===== config.mk =====
export PLATFORM = sky130hd
export DESIGN_NAME = fused_multiply_add_float
export DESIGN_NICKNAME = d
export VERILOG_FILES = /design/src/rtl/fmaf_pkg.sv /design/src/rtl/fmaf_pipe.sv /design/src/rtl/fused_multiply_add_float.sv
export SDC_FILE = /design/constraint.sdc
export NUM_CORES = 2
export LEC_CHECK = 0
export ABC_AREA = 1
export ABC_CLOCK_PERIOD_IN_PS = 14900
export BUFFER_PORTS_ARGS = -buffer_cell sky130_fd_sc_hd__buf_4
export CORE_MARGIN = 2
export CORE_UTILIZATION = 28
export CTS_CLUSTER_SIZE = 16
export DETAILED_ROUTE_END_ITERATION = 6
export GPL_ROUTABILITY_DRIVEN = 0
export PLACE_DENSITY = 0.51
export SETUP_SLACK_MARGIN = 0.3
export SLEW_MARGIN = 20
export SYNTH_ARGS = -nofsm -noshare
export SYNTH_HDL_FRONTEND = slang
export SYNTH_SLANG_ARGS = --single-unit

===== constraint.sdc =====
create_clock -name clk -period 14.9 [get_ports clk]
set_input_delay 0 -clock clk [delete_from_list [all_inputs] [get_ports clk]]
set_output_delay 0 -clock clk [all_outputs]
set_load 0.005 [all_outputs]

===== src/rtl/fmaf_pkg.sv =====
package fmaf_pkg;

	// Field geometry of binary32.
	localparam int unsigned EXP_W  = 8;
	localparam int unsigned FRAC_W = 23;
	localparam int unsigned SIG_W  = FRAC_W + 1;
	localparam int unsigned PROD_W = 2 * SIG_W;
	localparam int unsigned WIDE_W = 64;

	// Internal exponent width, wide enough for every intermediate exponent.
	localparam int unsigned EW = 12;

	localparam logic [31:0] QNAN_DEFAULT = 32'h7FC0_0000;
	localparam logic [31:0] INF_BITS     = 32'h7F80_0000;
	localparam logic [31:0] QUIET_BIT    = 32'h0040_0000;
	localparam logic [EW-1:0] EXP_OFFSET = EW'(150);
	localparam logic [EW-1:0] BIAS_ADJ   = EW'(190);

	typedef logic signed [EW-1:0] exp_t;

	// Early result that bypasses the arithmetic path.
	typedef struct packed {
		logic        hit;
		logic [31:0] val;
	} spec_t;

	function automatic logic [4:0] lzc24(input logic [SIG_W-1:0] x);
		logic [4:0] n;
		n = 5'(SIG_W);
		for (int i = 0; i < SIG_W; i++) begin
			if (x[i]) n = 5'(SIG_W - 1 - i);
		end
		return n;
	endfunction

	function automatic logic [5:0] lzc48(input logic [PROD_W-1:0] x);
		logic [5:0] n;
		n = 6'(PROD_W);
		for (int i = 0; i < PROD_W; i++) begin
			if (x[i]) n = 6'(PROD_W - 1 - i);
		end
		return n;
	endfunction

	function automatic logic [6:0] lzc64(input logic [WIDE_W-1:0] x);
		logic [6:0] n;
		n = 7'(WIDE_W);
		for (int i = 0; i < WIDE_W; i++) begin
			if (x[i]) n = 7'(WIDE_W - 1 - i);
		end
		return n;
	endfunction

endpackage


===== src/rtl/fmaf_pipe.sv =====
module fmaf_pipe (
	input  logic        clk,
	input  logic        arst_n,
	input  logic        en,
	input  logic        in_vld,
	input  logic [31:0] a,
	input  logic [31:0] b,
	input  logic [31:0] c,
	input  logic        last_in,
	output logic        out_vld,
	output logic [31:0] res,
	output logic        last_out
);

	// Valid bits travel with each stage.
	logic v_s1, v_s2, v_s3, v_s4, v_s5, v_s6;

	always_ff @(posedge clk or negedge arst_n) begin
		if (!arst_n) begin
			{v_s1, v_s2, v_s3, v_s4, v_s5, v_s6} <= '0;
		end else if (en) begin
			{v_s1, v_s2, v_s3, v_s4, v_s5, v_s6} <= {in_vld, v_s1, v_s2, v_s3, v_s4, v_s5};
		end
	end

	// Stage 1: classify operands, resolve special cases, multiply significands.
	logic [7:0]  exa, exb, exc;
	logic [22:0] fra, frb, frc;
	logic        nan_a, nan_b, nan_c, inf_a, inf_b, inf_c, zro_a, zro_b, zro_c;
	logic        sp, sc;
	logic [23:0] ma, mb, mc;
	fmaf_pkg::exp_t ea, eb, ec;
	fmaf_pkg::spec_t spec;

	always_comb begin
		exa = a[30:23]; exb = b[30:23]; exc = c[30:23];
		fra = a[22:0];  frb = b[22:0];  frc = c[22:0];
		nan_a = (exa == 8'hFF) && (fra != '0);
		nan_b = (exb == 8'hFF) && (frb != '0);
		nan_c = (exc == 8'hFF) && (frc != '0);
		inf_a = (a[30:0] == fmaf_pkg::INF_BITS[30:0]);
		inf_b = (b[30:0] == fmaf_pkg::INF_BITS[30:0]);
		inf_c = (c[30:0] == fmaf_pkg::INF_BITS[30:0]);
		zro_a = (a[30:0] == '0);
		zro_b = (b[30:0] == '0);
		zro_c = (c[30:0] == '0);
		sp = a[31] ^ b[31];
		sc = c[31];
		ma = (exa == '0) ? {1'b0, fra} : {1'b1, fra};
		mb = (exb == '0) ? {1'b0, frb} : {1'b1, frb};
		mc = (exc == '0) ? {1'b0, frc} : {1'b1, frc};
		ea = (exa == '0) ? fmaf_pkg::exp_t'(1) - fmaf_pkg::EXP_OFFSET
		                 : fmaf_pkg::exp_t'({4'b0, exa}) - fmaf_pkg::EXP_OFFSET;
		eb = (exb == '0) ? fmaf_pkg::exp_t'(1) - fmaf_pkg::EXP_OFFSET
		                 : fmaf_pkg::exp_t'({4'b0, exb}) - fmaf_pkg::EXP_OFFSET;
		ec = (exc == '0) ? fmaf_pkg::exp_t'(1) - fmaf_pkg::EXP_OFFSET
		                 : fmaf_pkg::exp_t'({4'b0, exc}) - fmaf_pkg::EXP_OFFSET;
		spec.hit = 1'b1;
		spec.val = '0;
		if (nan_a) begin
			spec.val = a | fmaf_pkg::QUIET_BIT;
		end else if (nan_b) begin
			spec.val = b | fmaf_pkg::QUIET_BIT;
		end else if (nan_c) begin
			spec.val = c | fmaf_pkg::QUIET_BIT;
		end else if (inf_a || inf_b) begin
			if (zro_a || zro_b) spec.val = fmaf_pkg::QNAN_DEFAULT;
			else if (inf_c && (sc != sp)) spec.val = fmaf_pkg::QNAN_DEFAULT;
			else spec.val = {sp, fmaf_pkg::INF_BITS[30:0]};
		end else if (inf_c) begin
			spec.val = c;
		end else if (zro_a || zro_b) begin
			spec.val = zro_c ? {sp & sc, 31'b0} : c;
		end else begin
			spec.hit = 1'b0;
		end
	end

	logic [47:0]     prod_s1;
	fmaf_pkg::exp_t  ep_s1, ec_s1;
	logic [23:0]     mc_s1;
	logic            sp_s1, sc_s1, czero_s1, last_s1;
	fmaf_pkg::spec_t spec_s1;

	always_ff @(posedge clk) begin
		if (en) begin
			prod_s1  <= ma * mb;
			ep_s1    <= ea + eb;
			ec_s1    <= ec;
			mc_s1    <= mc;
			sp_s1    <= sp;
			sc_s1    <= sc;
			czero_s1 <= zro_c;
			spec_s1  <= spec;
			last_s1  <= last_in;
		end
	end

	// Stage 2: justify both terms to bit 62 and order them by magnitude.
	logic [5:0]     lzp;
	logic [4:0]     lzc_c;
	logic [63:0]    mp_n, mc_n;
	fmaf_pkg::exp_t ep_n, ec_n;
	logic           prod_big;

	always_comb begin
		lzp   = fmaf_pkg::lzc48(prod_s1);
		lzc_c = fmaf_pkg::lzc24(mc_s1);
		mp_n  = {16'b0, prod_s1} << (7'd15 + 7'(lzp));
		ep_n  = ep_s1 - fmaf_pkg::exp_t'(7'd15 + 7'(lzp));
		mc_n  = {40'b0, mc_s1} << (7'd39 + 7'(lzc_c));
		ec_n  = ec_s1 - fmaf_pkg::exp_t'(7'd39 + 7'(lzc_c));
		prod_big = czero_s1 || (ep_n > ec_n) || ((ep_n == ec_n) && (mp_n >= mc_n));
	end

	logic [63:0]     big_s2, sml_s2;
	fmaf_pkg::exp_t  ebig_s2, dist_s2;
	logic            sbig_s2, sub_s2, last_s2;
	fmaf_pkg::spec_t spec_s2;

	always_ff @(posedge clk) begin
		if (en) begin
			big_s2  <= prod_big ? mp_n : mc_n;
			sml_s2  <= czero_s1 ? '0 : (prod_big ? mc_n : mp_n);
			ebig_s2 <= prod_big ? ep_n : ec_n;
			dist_s2 <= prod_big ? (ep_n - ec_n) : (ec_n - ep_n);
			sbig_s2 <= prod_big ? sp_s1 : sc_s1;
			sub_s2  <= (sp_s1 != sc_s1);
			spec_s2 <= spec_s1;
			last_s2 <= last_s1;
		end
	end

	// Stage 3: align the smaller term with a sticky bit, then add or subtract.
	logic [63:0] sml_al, mr;
	logic [63:0] lo_mask;

	always_comb begin
		lo_mask = ~({64{1'b1}} << dist_s2[5:0]);
		if (dist_s2 >= fmaf_pkg::exp_t'(64)) begin
			sml_al = {63'b0, |sml_s2};
		end else begin
			sml_al = (sml_s2 >> dist_s2[5:0]) | {63'b0, |(sml_s2 & lo_mask)};
		end
		mr = sub_s2 ? (big_s2 - sml_al) : (big_s2 + sml_al);
	end

	logic [63:0]     mr_s3;
	fmaf_pkg::exp_t  e_s3;
	logic            sgn_s3, last_s3;
	fmaf_pkg::spec_t spec_s3;

	always_ff @(posedge clk) begin
		if (en) begin
			mr_s3   <= mr;
			e_s3    <= ebig_s2;
			sgn_s3  <= sbig_s2;
			last_s3 <= last_s2;
			if (!spec_s2.hit && (mr == '0)) spec_s3 <= '{hit: 1'b1, val: '0};
			else spec_s3 <= spec_s2;
		end
	end

	// Stage 4: normalize the sum to bit 63 and bias the exponent.
	logic [6:0] lzr;

	always_comb begin
		lzr = fmaf_pkg::lzc64(mr_s3);
	end

	logic [63:0]     m_s4;
	fmaf_pkg::exp_t  eb_s4;
	logic            sgn_s4, last_s4;
	fmaf_pkg::spec_t spec_s4;

	always_ff @(posedge clk) begin
		if (en) begin
			m_s4    <= mr_s3 << lzr[5:0];
			eb_s4   <= e_s3 - fmaf_pkg::exp_t'(lzr) + fmaf_pkg::BIAS_ADJ;
			sgn_s4  <= sgn_s3;
			last_s4 <= last_s3;
			spec_s4 <= spec_s3;
		end
	end

	// Stage 5: pick the rounding position and form guard and sticky.
	fmaf_pkg::exp_t sh;
	logic [5:0]     shg;
	logic [63:0]    t;
	logic           guard, stk, flush;

	always_comb begin
		sh    = (eb_s4 >= fmaf_pkg::exp_t'(1)) ? fmaf_pkg::exp_t'(40)
		                                      : fmaf_pkg::exp_t'(41) - eb_s4;
		flush = (sh >= fmaf_pkg::exp_t'(65));
		shg   = 6'(sh - fmaf_pkg::exp_t'(1));
		t     = m_s4 >> shg;
		guard = t[0];
		stk   = |(m_s4 & ~({64{1'b1}} << shg));
	end

	logic [23:0]     q_s5;
	logic            up_s5, flush_s5, sgn_s5, last_s5;
	fmaf_pkg::exp_t  eb_s5;
	fmaf_pkg::spec_t spec_s5;

	always_ff @(posedge clk) begin
		if (en) begin
			q_s5     <= t[24:1];
			up_s5    <= guard && (stk || t[1]);
			flush_s5 <= flush;
			eb_s5    <= eb_s4;
			sgn_s5   <= sgn_s4;
			last_s5  <= last_s4;
			spec_s5  <= spec_s4;
		end
	end

	// Stage 6: round, pack and saturate to infinity.
	logic [24:0] qr;
	logic [33:0] bits;
	logic [31:0] packed_val;

	always_comb begin
		qr = {1'b0, q_s5} + {24'b0, up_s5};
		if (eb_s5 >= fmaf_pkg::exp_t'(1)) begin
			bits = ({22'b0, 12'(eb_s5 - fmaf_pkg::exp_t'(1))} << 23) + {9'b0, qr};
		end else begin
			bits = {9'b0, qr};
		end
		if (flush_s5) bits = '0;
		if (bits >= {2'b0, fmaf_pkg::INF_BITS}) bits = {2'b0, fmaf_pkg::INF_BITS};
		packed_val = {sgn_s5, bits[30:0]};
	end

	logic [31:0] res_s6;
	logic        last_s6;

	always_ff @(posedge clk) begin
		if (en) begin
			res_s6  <= spec_s5.hit ? spec_s5.val : packed_val;
			last_s6 <= last_s5;
		end
	end

	assign out_vld  = v_s6;
	assign res      = res_s6;
	assign last_out = last_s6;

	// A stall freezes every valid bit in the pipeline.
	a_stall_hold: assert property (@(posedge clk) disable iff (!arst_n)
		!en |=> $stable({v_s1, v_s2, v_s3, v_s4, v_s5, v_s6}))
		else $error("pipeline moved during stall");

	// An accepted item occupies the first stage on the next cycle.
	a_enter: assert property (@(posedge clk) disable iff (!arst_n)
		(en && in_vld) |=> v_s1)
		else $error("accepted item lost at stage 1");

	// Every NaN that leaves the unit is quiet.
	a_quiet_nan: assert property (@(posedge clk) disable iff (!arst_n)
		(v_s6 && (res_s6[30:23] == 8'hFF) && (res_s6[22:0] != '0)) |-> res_s6[22])
		else $error("signaling NaN produced");

endmodule


===== src/rtl/fused_multiply_add_float.sv =====
// Channel  | Group                      | Payload
// input    | s_tvalid s_tready s_tdata  | tdata: mult_a, mult_b, addend; tlast: last
// output   | m_tvalid m_tready m_tdata  | tdata: sum_value; tlast: last_res
//
// One transfer is accepted per cycle while the output is not stalled; each result
// passes through the six register stages of the datapath.
// arst_n clears all valid bits; payload registers are not reset.
// When the output is stalled the whole pipeline holds, so nothing is lost or repeated.
module fused_multiply_add_float (
	input  logic        clk,
	input  logic        arst_n,
	input  logic        s_tvalid,
	output logic        s_tready,
	input  logic [95:0] s_tdata,   // [31:0] mult_a, [63:32] mult_b, [95:64] addend
	input  logic        s_tlast,
	output logic        m_tvalid,
	input  logic        m_tready,
	output logic [31:0] m_tdata,   // [31:0] sum_value
	output logic        m_tlast
);

	logic en;

	// The pipeline advances unless a finished result waits for a transfer.
	assign en       = !m_tvalid || m_tready;
	assign s_tready = en;

	fmaf_pipe u_pipe (
		.clk      (clk),
		.arst_n   (arst_n),
		.en       (en),
		.in_vld   (s_tvalid),
		.a        (s_tdata[31:0]),
		.b        (s_tdata[63:32]),
		.c        (s_tdata[95:64]),
		.last_in  (s_tlast),
		.out_vld  (m_tvalid),
		.res      (m_tdata),
		.last_out (m_tlast)
	);

endmodule


# Word-level counts from Yosys, hierarchy flattened
# Index checks and enable logic that the tools add are counted.
[totals]
regBits = 655
latch_bits = 0
ram_bits = 0
romBits = 0
inputBits = 101
output_inout_bits = 35
elab_cells = 293
n_memories = 0
[classes]
addsub = 21
multipliers = 1
n_div = 0
n_lt_le_gt_ge = 7
eq_ne = 9
n_shift = 7
n_mux = 163
bitwise = 7
reduce_logical = 30
[ops]
columns = ["operator", "n"]
rows = [
  ["2-to-1 mux 7 bit", 64],
  ["2-to-1 mux 32 bit", 10],
  ["2-to-1 mux 64 bit", 4],
  ["2-to-1 mux 6 bit", 32],
  ["OR reduction 64 bit", 3],
  ["2-to-1 mux 5 bit", 32],
  ["bitwise AND 64 bit", 2],
  ["inverter 64 bit", 2],
  ["left shift 64 x 6 -> 64 bit, first input constant", 2],
  ["== test 31 bit, second input constant", 3],
  ["logical NOT 31 bit", 3],
  ["2-to-1 mux 24 bit", 3],
  ["nonzero test 23 bit", 3],
  ["2-to-1 mux 34 bit", 2],
  ["adder 64 bit", 1],
  [">= comparator 64 bit", 1],
  ["logical NOT 64 bit", 1],
  ["bitwise OR 64 x 1 -> 64 bit", 1],
  ["left shift 24 x 7 -> 64 bit", 1],
  ["left shift 48 x 7 -> 64 bit", 1],
  ["left shift 64 x 6 -> 64 bit", 1],
  ["right shift 64 x 6 -> 25 bit", 1],
  ["right shift 64 x 6 -> 64 bit", 1],
  ["subtractor 64 bit", 1],
  ["32 further kinds", 70],
]

# Depth between registers and ports, before layout
[logic_depth]
word_depth = 66
ltp_mapped = 77
depth_no_buf = 76

# Hierarchy
# Synthesis repeated with hierarchy kept, for this count alone.
[hier_totals]
hier_cells = 9342
area_unflattened_um2 = 70184.8
[by_module_without_submodules]
columns = ["module", "instances", "cells_each", "area_per_inst_um2", "seq_area_each_um2"]
rows = [
  ["fmaf_pipe", 1, 9340, 70177.3, 19548.7],
  ["fused_multiply_add_float", 1, 2, 7.5, 0.0],
]

# Worst setup path after synthesis
# No wires, ideal clock.
[synth_timing]
kind = "flip-flop to flip-flop"
from = "reg u_pipe.v_s6 (netlist: u_pipe.out_vld)"
to = "reg u_pipe.v_s1"
setup_time_ns = 0.141
t_arrival_ns = 15.885
required_time_ns = 14.759
setup_slack_ns = -1.126
path_stages_with_launch = 3
n_path_buf = 0
synth_period_minus_slack_ns = 16.026
cell_sequence = "dfrtp_1 nand2_1 mux2_2"
[synth_between]
elab_chain_cells = 2
[synth_rtl]
columns = ["item", "line", "text"]
rows = [
  ["start, declared", "fmaf_pipe.sv:16", "logic v_s1, v_s2, v_s3, v_s4, v_s5, v_s6;"],
  ["start signal, assigned", "fmaf_pipe.sv:22", "{v_s1, v_s2, v_s3, v_s4, v_s5, v_s6} <= {in_vld, v_s1, v_s2, v_s3, v_s4, v_s5};"],
  ["logical NOT 1 bit", "fused_multiply_add_float.sv:25", "assign en = !m_tvalid || m_tready;"],
  ["logical OR 1 bit", "fused_multiply_add_float.sv:25", ""],
  ["named net s_tready", "fused_multiply_add_float.sv:13", "output logic s_tready,"],
  ["end signal, assigned", "fmaf_pipe.sv:22", ""],
  ["end, declared", "fmaf_pipe.sv:16", ""],
]
# The timed path passes the listed nets, and every way through them passes these cells.
# A chain may end at the register's enable or synchronous reset.

# Worst setup path in the final report
[layout_timing]
from = "reg u_pipe.dist_s2[3]"
to = "reg u_pipe.spec_s3[7] in the netlist's numbering, data pin"
[layout_between]
elab_chain_cells = 10
elab_cells_between_ends = 13
cone_classes = "2 x add/sub; 1 x order compare; 2 x shift; 2 x mux; 3 x bitwise; 3 x reduce/logical"
[layout_rtl]
columns = ["item", "line", "text"]
rows = [
  ["start, declared", "fmaf_pipe.sv:117", "fmaf_pkg::exp_t ebig_s2, dist_s2;"],
  ["start signal, assigned", "fmaf_pipe.sv:126", "dist_s2 <= prod_big ? (ep_n - ec_n) : (ec_n - ep_n);"],
  ["left shift 64 x 6 -> 64 bit", "fmaf_pipe.sv:139", "lo_mask = ~({64{1'b1}} << dist_s2[5:0]);"],
  ["inverter 64 bit", "fmaf_pipe.sv:139", ""],
  ["bitwise AND 64 bit", "fmaf_pipe.sv:143", "sml_al = (sml_s2 >> dist_s2[5:0]) | {63'b0, |(sml_s2 & lo_mask)};"],
  ["OR reduction 64 bit", "fmaf_pipe.sv:143", ""],
  ["bitwise OR 64 x 1 -> 64 bit", "fmaf_pipe.sv:143", ""],
  ["2-to-1 mux 64 bit *", "fmaf_pipe.sv:140", "if (dist_s2 >= fmaf_pkg::exp_t'(64)) begin"],
  ["adder 64 bit or subtractor 64 bit (tied branches)", "fmaf_pipe.sv:145", "mr = sub_s2 ? (big_s2 - sml_al) : (big_s2 + sml_al);"],
  ["2-to-1 mux 64 bit *", "fmaf_pipe.sv:145", ""],
  ["named net u_pipe.mr[61]", "fmaf_pipe.sv:135", "logic [63:0] sml_al, mr;"],
  ["logical NOT 64 bit *", "fmaf_pipe.sv:159", "if (!spec_s2.hit && (mr == '0)) spec_s3 <= '{hit: 1'b1, val: '0};"],
  ["logical AND 1 bit *", "fmaf_pipe.sv:159", ""],
  ["end signal, assigned", "fmaf_pipe.sv:159", ""],
  ["end signal, assigned", "fmaf_pipe.sv:160", "else spec_s3 <= spec_s2;"],
  ["end, declared", "fmaf_pipe.sv:151", "fmaf_pkg::spec_t spec_s3;"],
]
# The timed path passes the listed nets; every way through them passes the cells marked *.

==> out/metrics.yaml <==
outcome: "finished clean"
synth_edf_count: 646
synthXorXnorAreaFrac: 0.0321
worstPathMaxFanout: 58
timing.hold.worst.class: "input port to register"
vias: 63202
clk_pin_slew_ps: 60
cts.hold.buffers_added: 85
crit_buf_inv: 6
syn2layout_area_growth_pct: 10.8
antenna_found_initial: 8
cts_buffer_depth: 3
start_util: 0.281
maxSlewViolCount: 0
crit_slowest_cell: "nor2_2"
clock-sinks: 652
fin_crit_ps: 9980
max-cap-violations: 0
synthesis.instances: 9285
ios: 136
cp_slowest_stage_delay_ps: 690
fill_cells: 26668
synth_most_common_cell: "nand2_1"
cp-startpoint: "u_pipe.dist_s2[3]$_DFFE_PP_"
cts_resized: 0
cp_top_family: "simple AND/OR/NAND/NOR gates"
fp.dieW_um: 503
synth.area.mux_share: 0.0118
clk-insertion-delay-late_ps: 730
synthAdderAreaFrac: 0.210
ys_ff_latch: 652
tightest_slew_ps: 1050
hpwlAfterDp_um: 184000
min-delay-start: "s_tdata[30]"
r2r_start: "u_pipe.dist_s2[3]$_DFFE_PP_"
synthSimpleGateAreaFrac: 0.239
synth_top_family_by_area: "simple AND/OR/NAND/NOR gates"
grt_pass1_vias: 61894
timing_hold_violations_final: 0
port_buffers: 135
via_per_inst: 5.01
grt_max_degree: 164
synth_compound_area_frac: 0.119
critPathLaunchType: "register"
drt_pre_antenna_iters: 7
post-cts-setup-buffers: 0
crit_top_cell: "nand2_1"
holdPathStages: 5
yosysSeqAreaShare: 0.280
fin_worst_skew_ps: 70.8
max_freq_ghz: 0.100
critPathRequiredTime_ps: 15360
multi_input_area_mm2: 0.0430
final_nets: 10201
die_h_um: 503
cts_made_buffers: 78
setup-tns-final_ps: 0
globalRouteTotalUtil: 0.185
h-tree-depth: 3
seqCellArea_mm2: 0.0195
synth.top_cells.by_count: "nand2_1 (2396), inv_1 (1476), o21ai_0 (785)"
core_mm2: 0.248
drive_above_1_share: 0.0527
async_reset_ff_frac: 0.00920
clockRootBuffer: "clkbuf_16"
syn_area_per_cell_um2: 7.52
cp.depth: 53
ys_top_cells_by_area: "edfxtp_1 (28%), fa_1 (14%), nand2_1 (13%), inv_1 (7.9%), ha_1 (6.9%)"
worst_setup_path_end_kind: "register"
drc_errors: 0
drtAntennaViolNets: 0
worstRegToRegCells: 53
crit_type: "register to register"
crit_arrival_ps: 10430
grt_pass1_wl_um: 366000
setup_viol: 0
netlist.top_cell.by_area: "edfxtp_1"
wl_per_cell_um: 18.9
die_area_mm2: 0.253
rsz0062_at_grt: "false"
yosysUniqueCellTypes: 80
maxSlewHeadroom: 0.294
routed_wl_um: 239000
synth_ff_type: "edfxtp_1"
grt.overflow.total: 0
timing.final.crit_share: 0.670
rows: 183
syn_area_mm2: 0.0698
synth_top_cell_area_share: 0.278
detail_route.iter0.violations: 6376
tritoncts: "done"
yosysWarnings: 0
-- worst register-to-register path, delay by kind of cell, from the launching register on --
family                   cells  cell delay (ps)
XOR/XNOR                     2              300
AO/OA/AOI/OAI                7             1530
buffers and inverters        6              960
AND/OR/NAND/NOR             37             6100
flip-flops                   1              460
adder cells (fa/ha/maj)      1              360
-- registers in the layout, summed over array words and instances (netlist names), 24 cells and up --
| name | count |
|---|---|
| u_pipe.m_s4 | 64 |
| u_pipe.sml_s2 | 64 |
| u_pipe.mr_s3 | 64 |
| u_pipe.spec_s4 | 33 |
| u_pipe.mc_s1 | 24 |
| u_pipe.res | 32 |
| u_pipe.spec_s2 | 33 |
| u_pipe.prod_s1 | 48 |
| u_pipe.spec_s1 | 33 |
| u_pipe.spec_s3 | 33 |
| u_pipe.spec_s5 | 33 |
| u_pipe.q_s5 | 24 |
| u_pipe.big_s2 | 64 |
-- worst paths after layout --
| path | slack [ps] | to |
|---|---|---|
| setup / recovery | 4920 | u_pipe.spec_s3[7]$_SDFFCE_PP0P_ |
| hold / removal | 60 | u_pipe.ep_s1[7]$_DFFE_PP_ |
| setup reg to reg | 4920 | u_pipe.spec_s3[7]$_SDFFCE_PP0P_ |
| hold reg to reg | 420 | u_pipe.spec_s5[32]$_DFFE_PP_ |
| max in group asynchronous | 14410 | u_pipe.v_s3$_DFFE_PN0P_ |
| min in group asynchronous | 250 | u_pipe.v_s2$_DFFE_PN0P_ |
-- layout make-up --
type                       count  area share
antenna                        5    0.000162
clock buffer                  90      0.0258
clock inverter                51     0.00749
inverter                    1513      0.0735
multi-input combinational   6701       0.557
sequential                   652       0.253
tap                         3330      0.0539
timing repair buffer         277      0.0298
-- layer usage --
layer	wire (um)	part of all wire	vias to the layer above	GRT usage
met3	15000	0.063	559	0.0236
met1	98500	0.41	30236	0.236
li1	-	-	30058	-
met5	25	0.00010	-	0
met2	114000	0.48	2345	0.314
met4	11200	0.047	4	0.0815
-- cells in the final DEF, fill, tap and decap left out, types with 75 or more instances in the layout --
master,count
o21ai_0,785
edfxtp_1,646
dlygate4sd3_1,85
mux2i_1,80
xor2_1,167
fa_1,490
nand2_1,2389
nor4_1,75
xnor2_1,84
nor2_1,514
inv_1,1475
nor3_1,83
nand4_1,81
nand3_1,684
a31oi_1,79
a21oi_1,281
clkbuf_16,78
ha_1,387
buf_4,191
-- kinds of logic (layout without fill, tap and decap cells) --
| group | after synthesis | after routing |
|---|---|---|
| XOR/XNOR | 256 | 256 |
| AND/OR/NAND/NOR | 3961 | 3961 |
| adder cells (fa/ha/maj) | 877 | 877 |
| multiplexers | 82 | 82 |
| AO/OA/AOI/OAI | 1479 | 1479 |
| buffers and inverters | 1976 | 1931 |
| other | 2 | 51 |
| flip-flops | 652 | 652 |
-- per-stage QoR --
step                 util  area [um2]  hold WS [ps]  setup WS, ps  cells
floorplan               -       70000          -296          5660   9329
global route        0.312       77300          37.6          4050  12616
global placement    0.298       73900          -188          5030  12388
CTS                 0.311       77300         0.526          4860  12614
detailed placement  0.298       73900          -184          4950  12388
finish              0.312       77300          58.4          4920  12619
Power is left out: the tool's default activity adds up to more than one toggle a clock period on the data nets, which glitch-free logic cannot reach.
